===== src/hw/rtl/sqe_pkg.sv =====
package sqe_pkg;

  // Record kinds carried on the result channel.
  localparam logic KIND_VERTEX = 1'b0;
  localparam logic KIND_INDEX  = 1'b1;

  // Each sprite expands into four vertex records, then six index records.
  localparam int unsigned VERTEX_RECORDS = 4;
  localparam int unsigned INDEX_RECORDS  = 6;
  localparam int unsigned SPRITE_RECORDS = VERTEX_RECORDS + INDEX_RECORDS;
  localparam int unsigned STEP_W         = $clog2(SPRITE_RECORDS);

  localparam logic [STEP_W-1:0] FIRST_INDEX_STEP = STEP_W'(VERTEX_RECORDS);
  localparam logic [STEP_W-1:0] LAST_STEP        = STEP_W'(SPRITE_RECORDS - 1);

  // Vertex steps, in emission order: corners (-,-), (+,-), (+,+), (-,+).
  localparam logic [STEP_W-1:0] STEP_CORNER_MM = STEP_W'(0);
  localparam logic [STEP_W-1:0] STEP_CORNER_PM = STEP_W'(1);
  localparam logic [STEP_W-1:0] STEP_CORNER_PP = STEP_W'(2);
  localparam logic [STEP_W-1:0] STEP_CORNER_MP = STEP_W'(3);

  localparam logic [31:0] VERTEX_STRIDE = 32'd4;

  typedef struct packed {
    logic signed [31:0] axis_u_x;
    logic signed [31:0] axis_u_y;
    logic signed [31:0] axis_u_z;
    logic signed [31:0] axis_v_x;
    logic signed [31:0] axis_v_y;
    logic signed [31:0] axis_v_z;
    logic signed [31:0] origin_x;
    logic signed [31:0] origin_y;
    logic signed [31:0] origin_z;
    logic [63:0]        tex_rect;
    logic [31:0]        tint_color;
  } sprite_t;

  typedef struct packed {
    logic               kind;
    logic signed [31:0] pos_x;
    logic signed [31:0] pos_y;
    logic signed [31:0] pos_z;
    logic [15:0]        tex_u;
    logic [15:0]        tex_v;
    logic [31:0]        vertex_color;
    logic [31:0]        index_value;
    logic               last_of_sprite;
  } record_t;

  // Triangle list offsets 0,1,2,2,3,0 for the six index steps.
  function automatic logic [1:0] index_offset(input logic [STEP_W-1:0] step);
    logic [1:0] off;
    off = 2'd0;
    case (step)
      STEP_W'(5): off = 2'd1;
      STEP_W'(6): off = 2'd2;
      STEP_W'(7): off = 2'd2;
      STEP_W'(8): off = 2'd3;
      default:    off = 2'd0;
    endcase
    return off;
  endfunction

endpackage


===== src/hw/rtl/sqe_corner_calc.sv =====
module sqe_corner_calc (
  input  logic signed [31:0] origin,
  input  logic signed [31:0] axis_a,
  input  logic signed [31:0] axis_b,
  input  logic               neg_a,
  input  logic               neg_b,
  output logic signed [31:0] coord
);

  logic signed [34:0] origin2;
  logic signed [34:0] term_a;
  logic signed [34:0] term_b;
  logic signed [34:0] sum;
  logic signed [33:0] half;

  // Exact sum of 2*origin +- a +- b, then floor halving by dropping bit 0 and saturation to the 32-bit signed range.
  always_comb begin
    origin2 = {{2{origin[31]}}, origin, 1'b0};
    term_a  = {{3{axis_a[31]}}, axis_a};
    term_b  = {{3{axis_b[31]}}, axis_b};
    sum     = origin2 + (neg_a ? -term_a : term_a) + (neg_b ? -term_b : term_b);
    half    = sum[34:1];
    if ((half[33:31] == 3'b000) || (half[33:31] == 3'b111)) begin
      coord = half[31:0];
    end else if (half[33]) begin
      coord = 32'sh8000_0000;
    end else begin
      coord = 32'sh7FFF_FFFF;
    end
  end

endmodule


===== src/hw/rtl/sqe_record_gen.sv =====
module sqe_record_gen (
  input  sqe_pkg::sprite_t             sprite,
  input  logic [31:0]                  base,
  input  logic [sqe_pkg::STEP_W-1:0]   step,
  output sqe_pkg::record_t             rec
);
  import sqe_pkg::*;

  logic               neg_u;
  logic               neg_v;
  logic               hi_u;
  logic               hi_v;
  logic               is_vertex;
  logic [16:0]        u1_sum;
  logic [16:0]        v1_sum;
  logic [15:0]        u0;
  logic [15:0]        v0;
  logic [15:0]        u1;
  logic [15:0]        v1;
  logic signed [31:0] cx;
  logic signed [31:0] cy;
  logic signed [31:0] cz;

  always_comb begin
    is_vertex = (step < FIRST_INDEX_STEP);
    neg_u     = (step == STEP_CORNER_MM) || (step == STEP_CORNER_MP);
    neg_v     = (step == STEP_CORNER_MM) || (step == STEP_CORNER_PM);
    hi_u      = (step == STEP_CORNER_PM) || (step == STEP_CORNER_PP);
    hi_v      = neg_v;
  end

  sqe_corner_calc u_corner_x (
    .origin (sprite.origin_x),
    .axis_a (sprite.axis_u_x),
    .axis_b (sprite.axis_v_x),
    .neg_a  (neg_u),
    .neg_b  (neg_v),
    .coord  (cx)
  );

  sqe_corner_calc u_corner_y (
    .origin (sprite.origin_y),
    .axis_a (sprite.axis_u_y),
    .axis_b (sprite.axis_v_y),
    .neg_a  (neg_u),
    .neg_b  (neg_v),
    .coord  (cy)
  );

  sqe_corner_calc u_corner_z (
    .origin (sprite.origin_z),
    .axis_a (sprite.axis_u_z),
    .axis_b (sprite.axis_v_z),
    .neg_a  (neg_u),
    .neg_b  (neg_v),
    .coord  (cz)
  );

  // Far texture edges saturate at the top of the Q4.12 range.
  always_comb begin
    u0     = sprite.tex_rect[15:0];
    v0     = sprite.tex_rect[31:16];
    u1_sum = {1'b0, u0} + {1'b0, sprite.tex_rect[47:32]};
    v1_sum = {1'b0, v0} + {1'b0, sprite.tex_rect[63:48]};
    u1     = u1_sum[16] ? 16'hFFFF : u1_sum[15:0];
    v1     = v1_sum[16] ? 16'hFFFF : v1_sum[15:0];
  end

  always_comb begin
    rec                = '0;
    rec.last_of_sprite = (step == LAST_STEP);
    if (is_vertex) begin
      rec.kind         = KIND_VERTEX;
      rec.pos_x        = cx;
      rec.pos_y        = cy;
      rec.pos_z        = cz;
      rec.tex_u        = hi_u ? u1 : u0;
      rec.tex_v        = hi_v ? v1 : v0;
      rec.vertex_color = sprite.tint_color;
    end else begin
      rec.kind        = KIND_INDEX;
      rec.index_value = base + {30'd0, index_offset(step)};
    end
  end

endmodule


===== src/hw/rtl/sprite_quad_expander_core.sv =====
// Channel  Direction  Beat contents
// in_*     slave      tdata: one sprite (transform, texture rectangle, color);
//                     tuser: batch_start
// out_*    master     tdata: one vertex or index record; tuser: kind;
//                     tlast: last_of_sprite
//
// Every sprite yields ten output beats, one per cycle while out_tready is
// high; the step counter of the record sequencer sets the beat count. Input
// and output overlap: the next sprite is taken in the same cycle its
// predecessor's final record is loaded into the output register. Reset
// (rst_n low, synchronous) empties both registers and zeroes the running
// vertex count. A stall on out_tready freezes the sequencer and, once a
// sprite is waiting, in_tready too.
module sprite_quad_expander_core (
  input  logic         clk,
  input  logic         rst_n,
  // Fields from bit 0 up: axis_u_x, axis_u_y, axis_u_z, axis_v_x, axis_v_y,
  // axis_v_z, origin_x, origin_y, origin_z, tex_rect, tint_color.
  input  logic [383:0] in_tdata,
  input  logic         in_tuser,   // batch_start
  input  logic         in_tvalid,
  output logic         in_tready,
  // Fields from bit 0 up: pos_x, pos_y, pos_z, tex_u, tex_v, vertex_color,
  // index_value.
  output logic [191:0] out_tdata,
  output logic         out_tuser,  // kind
  output logic         out_tlast,  // last_of_sprite
  output logic         out_tvalid,
  input  logic         out_tready
);
  import sqe_pkg::*;

  // Sprite holding register and its sequencer.
  sprite_t           sprite_r;
  logic [31:0]       base_r;
  logic              hold_valid_r;
  logic              hold_valid_nxt;
  logic [STEP_W-1:0] step_r;
  logic [STEP_W-1:0] step_nxt;

  // Running vertex count; it already includes the sprite being expanded.
  logic [31:0]       count_r;
  logic [31:0]       base_nxt;

  // Output register.
  record_t           rec_nxt;
  record_t           out_rec_r;
  logic              out_valid_r;
  logic              out_valid_nxt;

  logic              advance;
  logic              finishing;
  logic              in_fire;

  // A record moves into the output register whenever a sprite is held and
  // that register is empty or its current beat is being taken.
  assign advance   = hold_valid_r && (!out_valid_r || out_tready);
  assign finishing = advance && (step_r == LAST_STEP);
  assign in_tready = !hold_valid_r || finishing;
  assign in_fire   = in_tvalid && in_tready;
  assign base_nxt  = in_tuser ? 32'd0 : count_r;

  sqe_record_gen u_record_gen (
    .sprite (sprite_r),
    .base   (base_r),
    .step   (step_r),
    .rec    (rec_nxt)
  );

  always_comb begin
    hold_valid_nxt = hold_valid_r;
    step_nxt       = step_r;
    if (advance) begin
      step_nxt = step_r + STEP_W'(1);
    end
    if (finishing) begin
      hold_valid_nxt = 1'b0;
    end
    if (in_fire) begin
      hold_valid_nxt = 1'b1;
      step_nxt       = '0;
    end
    out_valid_nxt = out_valid_r;
    if (out_tready) begin
      out_valid_nxt = 1'b0;
    end
    if (advance) begin
      out_valid_nxt = 1'b1;
    end
  end

  always_ff @(posedge clk) begin
    if (!rst_n) begin
      hold_valid_r <= 1'b0;
      step_r       <= '0;
      count_r      <= '0;
      out_valid_r  <= 1'b0;
    end else begin
      hold_valid_r <= hold_valid_nxt;
      step_r       <= step_nxt;
      out_valid_r  <= out_valid_nxt;
      if (in_fire) begin
        count_r <= base_nxt + VERTEX_STRIDE;
      end
    end
  end

  // Payload registers carry no reset.
  always_ff @(posedge clk) begin
    if (in_fire) begin
      sprite_r.axis_u_x   <= in_tdata[31:0];
      sprite_r.axis_u_y   <= in_tdata[63:32];
      sprite_r.axis_u_z   <= in_tdata[95:64];
      sprite_r.axis_v_x   <= in_tdata[127:96];
      sprite_r.axis_v_y   <= in_tdata[159:128];
      sprite_r.axis_v_z   <= in_tdata[191:160];
      sprite_r.origin_x   <= in_tdata[223:192];
      sprite_r.origin_y   <= in_tdata[255:224];
      sprite_r.origin_z   <= in_tdata[287:256];
      sprite_r.tex_rect   <= in_tdata[351:288];
      sprite_r.tint_color <= in_tdata[383:352];
      base_r              <= base_nxt;
    end
    if (advance) begin
      out_rec_r <= rec_nxt;
    end
  end

  assign out_tvalid = out_valid_r;
  assign out_tuser  = out_rec_r.kind;
  assign out_tlast  = out_rec_r.last_of_sprite;
  assign out_tdata  = {out_rec_r.index_value, out_rec_r.vertex_color,
                       out_rec_r.tex_v, out_rec_r.tex_u,
                       out_rec_r.pos_z, out_rec_r.pos_y, out_rec_r.pos_x};

endmodule

===== config.mk =====
export PLATFORM = sky130hd
export DESIGN_NAME = sprite_quad_expander_core
export DESIGN_NICKNAME = d
export VERILOG_FILES = /design/src/hw/rtl/sqe_pkg.sv /design/src/hw/rtl/sqe_corner_calc.sv /design/src/hw/rtl/sqe_record_gen.sv /design/src/hw/rtl/sprite_quad_expander_core.sv
export SDC_FILE = /design/constraint.sdc
export NUM_CORES = 1
export LEC_CHECK = 0
export BUFFER_PORTS_ARGS = -buffer_cell sky130_fd_sc_hd__buf_2
export CELL_PAD_IN_SITES_DETAIL_PLACEMENT = 1
export CELL_PAD_IN_SITES_GLOBAL_PLACEMENT = 2
export CORE_AREA = 2 2 300 302
export DETAILED_ROUTE_END_ITERATION = 7
export DIE_AREA = 0 0 302 304
export GPL_ROUTABILITY_DRIVEN = 0
export HOLD_SLACK_MARGIN = 0.15
export PLACE_DENSITY = 0.9
export SYNTH_ARGS = -nofsm -noshare
export SYNTH_HDL_FRONTEND = slang
export SYNTH_SLANG_ARGS = --single-unit
export TNS_END_PERCENT = 20

===== constraint.sdc =====
create_clock -name clk -period 33.3 [get_ports clk]
set_clock_uncertainty 0.2 [all_clocks]
set_input_delay 3.33 -clock clk [delete_from_list [all_inputs] [get_ports clk]]
set_output_delay 3.33 -clock clk [all_outputs]
set_load 0.005 [all_outputs]

==> results.json <==
{
  "slew_viol_final": 0,
  "grt_first_pass_wirelength_mm": 174,
  "via_count": 26800,
  "clock-sinks": 648,
  "arrival_ns": 4.08,
  "async_reset_ff_frac": 0,
  "drt_pass1_iterations": 5,
  "crit_buf_inv": 2,
  "clock_latency_ns": 0.68,
  "cts.clk_slew.worst_paths_ns": 0.06,
  "synth_area_leader_cell": "edfxtp_1",
  "finalSetupViolCount": 0,
  "max-slew-margin-rel": 0.275,
  "fin_crit_ns": 7.61,
  "rsz0062_at_grt": "false",
  "critPathMaxStageDelay_ns": 0.28,
  "grt_use_met1": 0.325,
  "critPathLaunch": "out_tready",
  "use_met3": 0.0486,
  "peakVddDrop_mv": 0.0620,
  "worst_setup_path_start_kind": "primary input",
  "avgSynthCellArea_sq_um": 11.5,
  "dp_cells": 4846,
  "antenna_found_initial": 44,
  "die_area_sq_mm": 0.0918,
  "r2r_cells": 19,
  "grtUsageMet2": 0.429,
  "grt.busiest_layer": "met2",
  "grt.total_usage": 0.252,
  "powerDensity_mw_per_mm2": 73.9,
  "coreArea_sq_mm": 0.0890,
  "p_leak_nw": 17.7,
  "drive_gt1_frac": 0.210,
  "row_count": 110,
  "path_max_fanout": 3,
  "final_hold_viol_count": 0,
  "place_worst_setup_slack_ns": 25.67,
  "final_nets": 4389,
  "final_cells": 5011,
  "yosysMostFrequentCell": "edfxtp_1",
  "fin_crit_sh": 0.229,
  "setup.worst_path.end": "in_tready",
  "numCtsBuffers": 79,
  "routed_via_density": 5.35,
  "drcViolationCount": 0,
  "path_cells": "buf_2, nor2b_1, o21ai_0, buf_2",
  "status": "finished, final reports clean",
  "cp.required_ns": 29.77,
  "grt_pass1_vias": 27900,
  "min_path_type": "reg -> reg",
  "hpwl_mm": 87.1,
  "synth_edf_count": 610,
  "reg2reg_from": "step_r[0]$_SDFFE_PP0P_",
  "die_h_um": 304,
  "worst_pin_slew_ns": 1.08,
  "yosys_warnings": 0,
  "initial_core_util": 0.404,
  "ys_types": 87,
  "maxCapViolCount": 0,
  "synth_nets": 3783,
  "synthTopCellsByCount": "edfxtp_1, inv_1, a21oi_1, nor2_1, nand2_1",
  "critPathMostFrequentCell": "buf_2",
  "grt-ovfl-total": 0,
  "area_growth_pct": 19.6,
  "ctsHtreeMaxLevel": 3,
  "max_freq_mhz": 131,
  "ant_nets": 0,
  "dominantRegCellSynth": "edfxtp_1",
  "ios": 585,
  "drt_iter0_drc": 1761,
  "crit_type": "in -> out",
  "finalWorstSetupSlack_ns": 25.69,
  "crit_family": "simple AND/OR/NAND/NOR gates",
  "cts.hold.buffers_added": 0,
  "cts_resized": 0,
  "die_x_um": 302,
  "rr_endpoint": "out_tdata[44]$_SDFFCE_PP0P_",
  "grt_max_degree": 176,
  "syn_inst": 3145,
  "synth.area.top_cells": "edfxtp_1, fa_1, ha_1",
  "cts_tree": "done",
  "syn_area_sq_mm": 0.0360,
  "portBuffers": 584,
  "path_depth": 4,
  "timing.hold.ws_ns": 0.278,
  "avgRoutedWirePerCell_um": 23.3,
  "synth-seq-cells": 648,
  "critical_path.slowest_cell": "nor2b_1",
  "tns_ns": 0,
  "r2r_slack_ns": 25.82,
  "ys_seq_area_frac": 0.530,
  "postCtsSetupRepairBufs": 0,
  "fillCellCount": 9676,
  "totalWireLength_mm": 117,
  "cts-root-buf": "clkbuf_16",
  "synth_top_cell_area_share": 0.509,
  "end_kind": "output pin",
  "clock_tree.buffer_depth": 3
}
## layout by cell type, fill, tap and decap left out, types with 33 or more instances in the layout
cell type / count
buf_2: 584
a21oi_1: 219
o31ai_1: 39
nor3_1: 41
ha_1: 144
xor2_1: 176
and2_1: 61
nor2b_1: 52
and3_1: 33
edfxtp_1: 610
nand3_1: 43
a21o_1: 51
inv_1: 369
clkbuf_16: 80
o21ai_0: 172
nand2_1: 179
dfxtp_1: 38
nor2_1: 183
xnor2_1: 167
fa_1: 105
## worst reg2reg max path, cell delays in order, from the launching register on
cell and delay [ns]:
dfxtp_1 0.42, inv_1 0.10, ha_1 0.31, o21ai_4 0.49, buf_4 0.68, mux2i_1 0.25, fa_1 0.54, inv_1 0.05
ha_1 0.25, fa_1 0.45, a211oi_1 0.22, o21ai_0 0.23, o21ai_0 0.42, a31oi_1 0.21, o311ai_0 0.53, and2_1 0.28
o221ai_1 0.17, a21o_1 0.33, nand2_1 0.71, o21ai_0 0.31
## layer usage
| layer | wire length (um) | vias to the layer above | share of wire |
|---|---|---|---|
| li1 | - | 12400 | - |
| met1 | 48000 | 13400 | 0.41 |
| met2 | 57900 | 803 | 0.50 |
| met3 | 7590 | 196 | 0.065 |
| met4 | 3190 | 38 | 0.027 |
| met5 | 241 | - | 0.0021 |
## layout make-up
type                    count  area, sq um  area share
flip-flops and latches    648        19100       0.443
repair buffers            606         3100      0.0720
diodes                     18         45.0     0.00105
multi-input cells        2045        15200       0.353
inverters                 371         1400      0.0325
well taps                1176         1470      0.0342
clock inverters            50          648      0.0151
clock buffers              97         2100      0.0487
## cells by family after synthesis
kind of cell | count (synthesis) | share of synthesized area
AO/OA/AOI/OAI | 697 | 0.121
flip-flops | 648 | 0.530
XOR/XNOR | 343 | 0.0834
adder cells (fa/ha/maj) | 249 | 0.108
buffers and inverters | 452 | 0.0496
AND/OR/NAND/NOR | 742 | 0.104
multiplexers | 14 | 0.00389
## report_power, final
| group | internal [W] | total [W] | switching, W | leakage, nW |
|---|---|---|---|---|
| clock | 0.000540 | 0.000914 | 0.000374 | 1.32 |
| sequential | 0.00106 | 0.00113 | 0.0000624 | 6.11 |
| combinational | 0.000438 | 0.00114 | 0.000701 | 10.3 |
| total | 0.00204 | 0.00318 | 0.00114 | 17.7 |
## flip-flops by register name, summed over array words and instances (netlist names)
| signal | cells |
|---|---|
| out_tlast | 1 |
| hold_valid_r | 1 |
| count_r | 32 |
| out_tdata | 192 |
| sprite_r | 384 |
| step_r | 4 |
| out_tvalid | 1 |
| base_r | 32 |
| out_tuser | 1 |
## per-stage QoR
stage	area [sq um]	total power, W	util
after floorplan	36000	0.00193	-
after global placement	40300	0.00224	0.452
after detailed placement	40300	0.00228	0.452
after CTS	43000	0.00320	0.483
after global routing	43000	0.00336	0.483
final	43100	0.00318	0.484
## worst min-delay path by stage
stage                             from                       to  slack, ns  depth (start not counted)
2_1_floorplan  count_r[0]$_SDFFE_PN0P_  count_r[0]$_SDFFE_PN0P_       0.24                          1
3_3_place_gp   count_r[0]$_SDFFE_PN0P_  count_r[0]$_SDFFE_PN0P_       0.26                          1
3_5_place_dp   count_r[0]$_SDFFE_PN0P_  count_r[0]$_SDFFE_PN0P_       0.26                          1
4_1_cts        count_r[0]$_SDFFE_PN0P_  count_r[0]$_SDFFE_PN0P_       0.28                          1
5_1_grt        count_r[0]$_SDFFE_PN0P_  count_r[0]$_SDFFE_PN0P_       0.31                          1
6_report       count_r[0]$_SDFFE_PN0P_  count_r[0]$_SDFFE_PN0P_       0.28                          1
Power figures use the tool's default switching activity.
